[src/hw/rtl/decimal_frequency_text_parser_core_macros.svh]
// ----------------------------------------------------------------------------
// Decimal frequency text parser assertion macros
// Concurrent assertion helpers; they compile away when SYNTHESIS is defined.
// ----------------------------------------------------------------------------
`ifndef DECIMAL_FREQUENCY_TEXT_PARSER_CORE_MACROS_SVH
`define DECIMAL_FREQUENCY_TEXT_PARSER_CORE_MACROS_SVH

`ifndef SYNTHESIS
// Same-cycle implication, checked at every rising clock edge outside reset.
`define DFP_ASSERT_IMPLIES(label, clk, rst, ante, cons) \
   label: assert property (@(posedge clk) disable iff (rst) (ante) |-> (cons)) \
      else $error("dfp assertion failed");
// Next-cycle implication.
`define DFP_ASSERT_NEXT(label, clk, rst, ante, cons) \
   label: assert property (@(posedge clk) disable iff (rst) (ante) |=> (cons)) \
      else $error("dfp assertion failed");
`else
`define DFP_ASSERT_IMPLIES(label, clk, rst, ante, cons)
`define DFP_ASSERT_NEXT(label, clk, rst, ante, cons)
`endif

`endif

[src/hw/rtl/dfp_pkg.sv]
// ----------------------------------------------------------------------------
// Decimal frequency text parser package
// Shared types, character codes and the power-of-ten table.
// ----------------------------------------------------------------------------
package dfp_pkg;

   localparam logic [7:0]  CHAR_ZERO    = 8'h30;
   localparam logic [7:0]  CHAR_NINE    = 8'h39;
   localparam logic [7:0]  CHAR_DOT     = 8'h2E;
   localparam logic [7:0]  CHAR_SPACE   = 8'h20;
   localparam logic [7:0]  CHAR_TAB     = 8'h09;
   localparam logic [7:0]  CHAR_CR      = 8'h0D;

   localparam logic [63:0] MHZ_MAX      = 64'd9999;
   localparam int          MHZ_BITS     = 14;
   localparam int          MHZ_HZ_BITS  = 34;
   localparam logic [MHZ_HZ_BITS-1:0] HZ_PER_MHZ = 34'd1000000;
   localparam int          FRAC_BITS    = 20;
   localparam logic [2:0]  FRAC_DIGITS  = 3'd6;
   localparam logic [2:0]  GROUP_DIGITS = 3'd3;

   // Accumulated parse state of one text.
   typedef struct packed {
      logic        failed;
      logic [1:0]  dot_count;
      logic        whole_seen;
      logic [63:0] whole_value;
      logic        whole_overflow;
      logic [2:0]  mid_digits;
      logic [19:0] mid_value;
      logic [2:0]  low_digits;
      logic [9:0]  low_value;
   } scan_type;

   // Scaled terms ready for the final sum.
   typedef struct packed {
      logic                   ok;
      logic                   plain;
      logic [63:0]            whole_value;
      logic [MHZ_HZ_BITS-1:0] whole_hz;
      logic [FRAC_BITS-1:0]   mid_hz;
      logic [FRAC_BITS-1:0]   low_hz;
   } prod_type;

   function automatic logic [FRAC_BITS-1:0] pow10(input logic [2:0] n);
      logic [FRAC_BITS-1:0] r;
      case (n)
         3'd0:    r = 20'd1;
         3'd1:    r = 20'd10;
         3'd2:    r = 20'd100;
         3'd3:    r = 20'd1000;
         3'd4:    r = 20'd10000;
         3'd5:    r = 20'd100000;
         3'd6:    r = 20'd1000000;
         default: r = 20'd0;
      endcase
      return r;
   endfunction

   function automatic logic is_space(input logic [7:0] c);
      return (c == CHAR_SPACE) || (c >= CHAR_TAB && c <= CHAR_CR);
   endfunction

endpackage

[src/hw/rtl/dfp_scanner.sv]
// ----------------------------------------------------------------------------
// Decimal frequency text scanner
// Per-byte parse state update; snapshots the final state on the last byte.
// ----------------------------------------------------------------------------
module dfp_scanner (
   input  logic              clock,
   input  logic              reset,
   input  logic              take,
   input  logic [7:0]        char_code,
   input  logic              is_last,
   output logic              in_ready,
   input  logic              snap_ready,
   output logic              snap_valid,
   output dfp_pkg::scan_type snap
);

   typedef enum logic [1:0] {
      PH_LEAD,
      PH_BODY,
      PH_TAIL
   } phase_type;

   phase_type         phase_ff, phase_in;
   dfp_pkg::scan_type st_ff, st_in;
   dfp_pkg::scan_type snap_ff;
   logic              snap_valid_ff, snap_valid_in;

   logic [3:0]  digit;
   logic        is_digit;
   logic [67:0] whole_wide;
   logic [19:0] mid_next;
   logic [9:0]  low_next;

   assign digit    = 4'(char_code - dfp_pkg::CHAR_ZERO);
   assign is_digit = (char_code >= dfp_pkg::CHAR_ZERO) && (char_code <= dfp_pkg::CHAR_NINE);

   // times ten as two shifts and an add
   assign whole_wide = ({4'b0, st_ff.whole_value} << 3) + ({4'b0, st_ff.whole_value} << 1)
                     + 68'(digit);
   assign mid_next   = (st_ff.mid_value << 3) + (st_ff.mid_value << 1) + 20'(digit);
   assign low_next   = (st_ff.low_value << 3) + (st_ff.low_value << 1) + 10'(digit);

   always_comb begin
      st_in    = st_ff;
      phase_in = phase_ff;
      if (!st_ff.failed) begin
         if (dfp_pkg::is_space(char_code)) begin
            if (phase_ff == PH_BODY) phase_in = PH_TAIL;
         end else if (phase_ff == PH_TAIL) begin
            st_in.failed = 1'b1;
         end else begin
            phase_in = PH_BODY;
            if (is_digit) begin
               if (st_ff.dot_count == 2'd0) begin
                  st_in.whole_seen = 1'b1;
                  if (!st_ff.whole_overflow) begin
                     if (whole_wide[67:64] != 4'd0) st_in.whole_overflow = 1'b1;
                     else st_in.whole_value = whole_wide[63:0];
                  end
               end else if (st_ff.dot_count == 2'd1) begin
                  if (st_ff.mid_digits >= dfp_pkg::FRAC_DIGITS) begin
                     st_in.failed = 1'b1;
                  end else begin
                     st_in.mid_value  = mid_next;
                     st_in.mid_digits = st_ff.mid_digits + 3'd1;
                  end
               end else begin
                  if (st_ff.low_digits >= dfp_pkg::GROUP_DIGITS) begin
                     st_in.failed = 1'b1;
                  end else begin
                     st_in.low_value  = low_next;
                     st_in.low_digits = st_ff.low_digits + 3'd1;
                  end
               end
            end else if (char_code == dfp_pkg::CHAR_DOT) begin
               if (!st_ff.whole_seen || st_ff.dot_count >= 2'd2) begin
                  st_in.failed = 1'b1;
               end else if (st_ff.dot_count == 2'd1 && (st_ff.mid_digits == 3'd0 ||
                            st_ff.mid_digits > dfp_pkg::GROUP_DIGITS)) begin
                  st_in.failed = 1'b1;
               end else begin
                  st_in.dot_count = st_ff.dot_count + 2'd1;
               end
            end else begin
               st_in.failed = 1'b1;
            end
         end
      end
   end

   // hold the snapshot until taken; a new last byte refills it
   always_comb begin
      snap_valid_in = snap_valid_ff && !snap_ready;
      if (take && is_last) snap_valid_in = 1'b1;
   end

   always_ff @(posedge clock) begin
      if (reset) begin
         phase_ff      <= PH_LEAD;
         st_ff         <= '0;
         snap_valid_ff <= 1'b0;
      end else begin
         snap_valid_ff <= snap_valid_in;
         if (take) begin
            if (is_last) begin
               snap_ff  <= st_in;
               phase_ff <= PH_LEAD;
               st_ff    <= '0;
            end else begin
               phase_ff <= phase_in;
               st_ff    <= st_in;
            end
         end
      end
   end

   assign in_ready   = !snap_valid_ff || snap_ready;
   assign snap_valid = snap_valid_ff;
   assign snap       = snap_ff;

endmodule

[src/hw/rtl/dfp_scale.sv]
// ----------------------------------------------------------------------------
// Decimal frequency scaling stage
// Checks the final parse state and scales MHz and fraction groups to hertz.
// ----------------------------------------------------------------------------
module dfp_scale (
   input  logic              clock,
   input  logic              reset,
   input  logic              snap_valid,
   input  dfp_pkg::scan_type snap,
   output logic              snap_ready,
   input  logic              prod_ready,
   output logic              prod_valid,
   output dfp_pkg::prod_type prod
);

   dfp_pkg::prod_type prod_ff, prod_in;
   logic              prod_valid_ff;
   logic              bad_any, too_big, bad_one, bad_two;
   logic [2:0]        mid_shift, low_shift;

   assign bad_any = snap.failed || !snap.whole_seen || snap.whole_overflow;
   assign too_big = snap.whole_value > dfp_pkg::MHZ_MAX;
   assign bad_one = snap.mid_digits == 3'd0 || snap.mid_digits > dfp_pkg::FRAC_DIGITS;
   assign bad_two = snap.mid_digits == 3'd0 || snap.mid_digits > dfp_pkg::GROUP_DIGITS ||
                    snap.low_digits == 3'd0 || snap.low_digits > dfp_pkg::GROUP_DIGITS;

   // mid group weight is 10^(6-digits) in both dotted forms
   assign mid_shift = dfp_pkg::FRAC_DIGITS - snap.mid_digits;
   assign low_shift = dfp_pkg::GROUP_DIGITS - snap.low_digits;

   always_comb begin
      prod_in.plain       = snap.dot_count == 2'd0;
      prod_in.whole_value = snap.whole_value;
      if (bad_any) begin
         prod_in.ok = 1'b0;
      end else if (snap.dot_count == 2'd0) begin
         prod_in.ok = 1'b1;
      end else if (too_big) begin
         prod_in.ok = 1'b0;
      end else if (snap.dot_count == 2'd1) begin
         prod_in.ok = !bad_one;
      end else begin
         prod_in.ok = !bad_two;
      end
      prod_in.whole_hz = dfp_pkg::MHZ_HZ_BITS'(snap.whole_value[dfp_pkg::MHZ_BITS-1:0])
                       * dfp_pkg::HZ_PER_MHZ;
      prod_in.mid_hz   = dfp_pkg::FRAC_BITS'(snap.mid_value * dfp_pkg::pow10(mid_shift));
      prod_in.low_hz   = dfp_pkg::FRAC_BITS'({10'b0, snap.low_value}
                                             * dfp_pkg::pow10(low_shift));
   end

   assign snap_ready = !prod_valid_ff || prod_ready;

   always_ff @(posedge clock) begin
      if (reset) begin
         prod_valid_ff <= 1'b0;
      end else begin
         if (snap_ready) begin
            prod_valid_ff <= snap_valid;
            if (snap_valid) prod_ff <= prod_in;
         end
      end
   end

   assign prod_valid = prod_valid_ff;
   assign prod       = prod_ff;

endmodule

[src/hw/rtl/decimal_frequency_text_parser_core.sv]
// ----------------------------------------------------------------------------
// Decimal frequency text parser core
// Parses typed frequency text, one byte per transaction, into hertz.
// ----------------------------------------------------------------------------
// The block takes one byte of frequency text per request transaction and
// accepts a new byte every clock cycle while req_ready is high. Leading
// and trailing whitespace (tab through carriage return, and space) are
// skipped. Plain digits are hertz and must fit 64 bits; "MHz.fraction"
// takes 1 to 6 fraction digits; "MHz.kHz.Hz" takes groups of 1 to 3
// digits; dotted forms limit MHz to 9999. Only the byte flagged
// req_is_last yields a response transaction, carrying rsp_ok and
// rsp_hertz (zero when rsp_ok is low), and the parser is clear for the
// next text on the following cycle. Results are registered as the parse
// state snapshot, scaling products, then the final sum in the output
// register. A stalled response holds the pipeline, so req_ready drops
// only while a finished result waits and both internal stages are full.
`include "decimal_frequency_text_parser_core_macros.svh"

module decimal_frequency_text_parser_core (
   input  logic        clock,
   input  logic        reset,
   input  logic        req_valid,
   output logic        req_ready,
   input  logic [7:0]  req_char_code,
   input  logic        req_is_last,
   output logic        rsp_valid,
   input  logic        rsp_ready,
   output logic        rsp_ok,
   output logic [63:0] rsp_hertz
);

   logic              take;
   logic              snap_valid, snap_ready;
   dfp_pkg::scan_type snap;
   logic              prod_valid, out_free;
   dfp_pkg::prod_type prod;

   logic              rsp_valid_ff;
   logic              rsp_ok_ff;
   logic [63:0]       rsp_hertz_ff, rsp_hertz_in;

   assign take = req_valid && req_ready;

   // Stage 1: byte-by-byte parse state, snapshot on the last byte.
   dfp_scanner u_scanner (
      .clock      (clock),
      .reset      (reset),
      .take       (take),
      .char_code  (req_char_code),
      .is_last    (req_is_last),
      .in_ready   (req_ready),
      .snap_ready (snap_ready),
      .snap_valid (snap_valid),
      .snap       (snap)
   );

   // Stage 2: validity check and scaling products.
   dfp_scale u_scale (
      .clock      (clock),
      .reset      (reset),
      .snap_valid (snap_valid),
      .snap       (snap),
      .snap_ready (snap_ready),
      .prod_ready (out_free),
      .prod_valid (prod_valid),
      .prod       (prod)
   );

   // Stage 3: sum the terms or pass plain hertz; zero on a failed parse.
   assign out_free = !rsp_valid_ff || rsp_ready;

   always_comb begin
      if (!prod.ok) begin
         rsp_hertz_in = '0;
      end else if (prod.plain) begin
         rsp_hertz_in = prod.whole_value;
      end else begin
         rsp_hertz_in = 64'(prod.whole_hz) + 64'(prod.mid_hz) + 64'(prod.low_hz);
      end
   end

   always_ff @(posedge clock) begin
      if (reset) begin
         rsp_valid_ff <= 1'b0;
      end else begin
         if (out_free) begin
            rsp_valid_ff <= prod_valid;
            if (prod_valid) begin
               rsp_ok_ff    <= prod.ok;
               rsp_hertz_ff <= rsp_hertz_in;
            end
         end
      end
   end

   assign rsp_valid = rsp_valid_ff;
   assign rsp_ok    = rsp_ok_ff;
   assign rsp_hertz = rsp_hertz_ff;

   // A failed parse never reports a nonzero frequency.
   `DFP_ASSERT_IMPLIES(a_zero_on_fail, clock, reset, rsp_valid_ff && !rsp_ok_ff,
      rsp_hertz_ff == 64'd0)
   // The last byte always produces a snapshot for the scaling stage.
   `DFP_ASSERT_NEXT(a_last_snaps, clock, reset, take && req_is_last, snap_valid)
   // A scaled result held back by a stalled output is not lost.
   `DFP_ASSERT_NEXT(a_prod_holds, clock, reset, prod_valid && !out_free, prod_valid)

endmodule

[config.mk]
export PLATFORM = sky130hd
export DESIGN_NAME = decimal_frequency_text_parser_core
export DESIGN_NICKNAME = d
export VERILOG_FILES = /design/src/hw/rtl/dfp_pkg.sv /design/src/hw/rtl/dfp_scanner.sv /design/src/hw/rtl/dfp_scale.sv /design/src/hw/rtl/decimal_frequency_text_parser_core.sv
export VERILOG_INCLUDE_DIRS = /design/src /design/src/hw/rtl
export SDC_FILE = /design/constraint.sdc
export NUM_CORES = 2
export LEC_CHECK = 0
export ABC_CLOCK_PERIOD_IN_PS = 11800
export BUFFER_PORTS_ARGS = -buffer_cell sky130_fd_sc_hd__buf_4
export CAP_MARGIN = 30
export CORE_UTILIZATION = 65
export DETAILED_ROUTE_END_ITERATION = 10
export PLACE_DENSITY_LB_ADDON = 0.2
export SLEW_MARGIN = 0
export SYNTH_ARGS = -nofsm -noshare
export SYNTH_HDL_FRONTEND = slang
export SYNTH_SLANG_ARGS = --single-unit
[constraint.sdc]
create_clock -name clock -period 11.8 [get_ports clock]
set_input_delay 2.36 -clock clock [delete_from_list [all_inputs] [get_ports clock]]
set_output_delay 2.36 -clock clock [all_outputs]
set_load 0.01 [all_outputs]
==> flow_summary.json <==
{
  "p_leak_uw": 0.0177,
  "yosysTopAreaCellShare_pct": 25.6,
  "routabilityCongestion": 0.942,
  "cts_buffer_depth": 3,
  "clkSlewWorstSetupHoldPaths_ns": 0.06,
  "routedWlPerCell_um": 20.5,
  "path_max_fanout": 27,
  "synthXorXnorAreaFrac_pct": 5.05,
  "setup_violations": 0,
  "syn_inst": 3449,
  "hold_viol": 0,
  "worst_setup_path_end_kind": "flip-flop",
  "avgViaCountPerCell": 6.13,
  "tritoncts": "done",
  "async_flop_share_pct": 0,
  "track_usage_pct": 31.5,
  "power_density_mw_per_mm2": 115,
  "setup_tns_ns": 0,
  "crit_path_max_incr_delay_ns": 0.93,
  "start_util_pct": 65.7,
  "period_needed_ns": 8.19,
  "finClkSkew_ns": 0.0135,
  "cts_resized": 0,
  "synthesis.nets": 4169,
  "run_status": "complete, no violations",
  "fmax_mhz": 122,
  "muxShareOfSynthArea_pct": 2.24,
  "cts_buffers": 43,
  "seq_area_frac_synth_pct": 31.8,
  "synth_top_family_by_area": "adder cells",
  "finalMaxSlewViolations": 0,
  "synthFlopType": "edfxtp_1",
  "cts_hold_buf": 0,
  "synth_area_per_cell_um2": 10.3,
  "wl_um": 86000,
  "finalPower_uw": 4370,
  "final_antenna_net_count": 0,
  "netlist_top_cells_count": "ha_1 (431), inv_1 (386), nand2_1 (304)",
  "cp_data_arrival_time_ns": 8.49,
  "antenna_found_initial": 1,
  "cts_setup_buffers": 0,
  "fp.dieH_um": 235,
  "synth-simple-area-share_pct": 12.4,
  "grt_overflow": 0,
  "cp_common_cell": "inv_1",
  "die_w_um": 235,
  "fin_nets": 4180,
  "cap_violations": 0,
  "grt_pass1_wl_um": 140000,
  "synth_top_area_cell": "edfxtp_1",
  "ys_types": 77,
  "ios": 80,
  "synth-edff-count": 301,
  "yosys_warnings": 0,
  "cts-root-buf": "clkbuf_16",
  "synth-adder-area-share_pct": 30.9,
  "worstHoldPathType": "flip-flop to flip-flop",
  "start_kind": "flip-flop",
  "areaGrowthSynthToFinish_pct": 7.18,
  "vias": 25700,
  "maxSlewHeadroom_pct": 32.6,
  "placementRows": 85,
  "io_buffers": 79,
  "syn-cell-area_mm2": 0.0354,
  "drc_errors": 0,
  "worstMarginPinSlew_ns": 1.00,
  "yosysMostFrequentCell": "ha_1",
  "grt_pass1_vias": 26400,
  "ys_seq_elements": 411,
  "critPathRequiredTime_ns": 12.10,
  "period_share_pct": 69.4,
  "dr.pass1.iters": 6,
  "ir_worst_vdd_mv": 0.114,
  "fillers": 3981,
  "htreeDepth": 2,
  "dieArea_mm2": 0.0553,
  "insertion_delay_ns": 0.57,
  "core_area_mm2": 0.0538,
  "drive_gt1_share_pct": 7.32,
  "cts.sinks": 411,
  "first_iter_violations": 2225,
  "synth_compound_area_share_pct": 12.0,
  "rsz0062_at_grt": "false",
  "slowest_stage": "edfxtp_1",
  "critical_path_class": "flip-flop to flip-flop",
  "dp_hpwl_um": 65500,
  "n_antenna_cell": 0,
  "grt_max_degree": 80,
  "synth.area.top_cells": "edfxtp_1 (26%), fa_1 (16%), ha_1 (15%)"
}
## worst paths after layout
path	from	endpoint	slack [ns]	cells after the start
max	u_scanner.snap[33]	u_scale.prod[39]	3.61	26
min reg2reg	u_scanner.snap[77]	u_scale.prod[114]	0.44	0
min	u_scanner.snap[77]	u_scale.prod[114]	0.44	0
max reg2reg	u_scanner.snap[33]	u_scale.prod[39]	3.61	26
## critical path, delay by kind of cell, from the launching register on
kind / cells / cell delay [ns]
XOR/XNOR: 1 / 0.14
adder cells (fa/ha/maj): 8 / 3.22
flip-flops: 1 / 0.93
AND/OR/NAND/NOR: 3 / 0.63
AO/OA/AOI/OAI: 8 / 2.27
buffers and inverters: 6 / 0.73
## cells by family after synthesis
group,Yosys count
and+or+nand+nor,893
adders and majority gates,707
AOI/OAI and AO/OA,639
buffers and inverters,524
DFF,411
xor gates and xnor gates,204
muxes,71
## placed cells by master, fill, tap and decap left out, types with 78 or more instances in the layout
master    synthesis  routed
nor2_1          153     152
buf_4             0     100
nand2_1         304     304
a21o_1           78      78
and3_1          107     107
dfxtp_1         110     110
inv_1           386     386
fa_1            276     276
xnor2_1         147     147
a21oi_1         174     173
o21ai_0         121     121
ha_1            431     431
edfxtp_1        301     301
and2_1           81      81
## registers in the layout, indices dropped and copies added, names as in the netlist
name / count
u_scanner.st_ff: 105
rsp_hertz: 64
u_scanner.snap_valid: 1
u_scanner.phase_ff: 2
rsp_ok: 1
u_scanner.snap: 105
u_scale.prod_valid: 1
u_scale.prod: 131
rsp_valid: 1
## per-layer routing
| metal | routed length (µm) | GRT usage (%) | vias up |
|---|---|---|---|
| li1 | - | - | 12000 |
| met4 | 2210 | 8.77 | 2 |
| met5 | 13 | 0 | - |
| met1 | 38300 | 44.5 | 12700 |
| met2 | 40500 | 51.7 | 850 |
| met3 | 4980 | 3.72 | 138 |
## per-stage QoR
step           setup slack, ns  cell area, µm²  cells  utilization [%]  hold slack, ns
3_5_place_dp              3.32           36500   4111             67.8           0.436
2_1_floorplan            0.871           35400   3449                -           0.424
5_1_grt                   3.15           37900   4191             70.4           0.457
3_3_place_gp              3.50           36500   4107             67.8           0.436
6_report                  3.61           37900   4191             70.4           0.444
4_1_cts                   3.73           37900   4191             70.4           0.443
## report_power, final
group / leakage, µW / internal (µW) / total (µW) / switching [µW]
sequential: 0.00349 / 1630 / 1670 / 39.1
clock: 0.000672 / 782 / 1350 / 572
combinational: 0.0135 / 561 / 1340 / 781
total: 0.0177 / 2980 / 4370 / 1390
## cell type report
| class | instances | area, µm² | share of cell area [%] |
|---|---|---|---|
| Sequential cell | 411 | 11200 | 29.7 |
| Tap cell | 696 | 871 | 2.30 |
| Inverter | 386 | 1450 | 3.82 |
| Timing Repair Buffer | 104 | 787 | 2.08 |
| Clock buffer | 62 | 1210 | 3.19 |
| Clock inverter | 18 | 191 | 0.505 |
| Multi-Input combinational cell | 2514 | 22200 | 58.5 |
(Power assumes the default switching activity.)
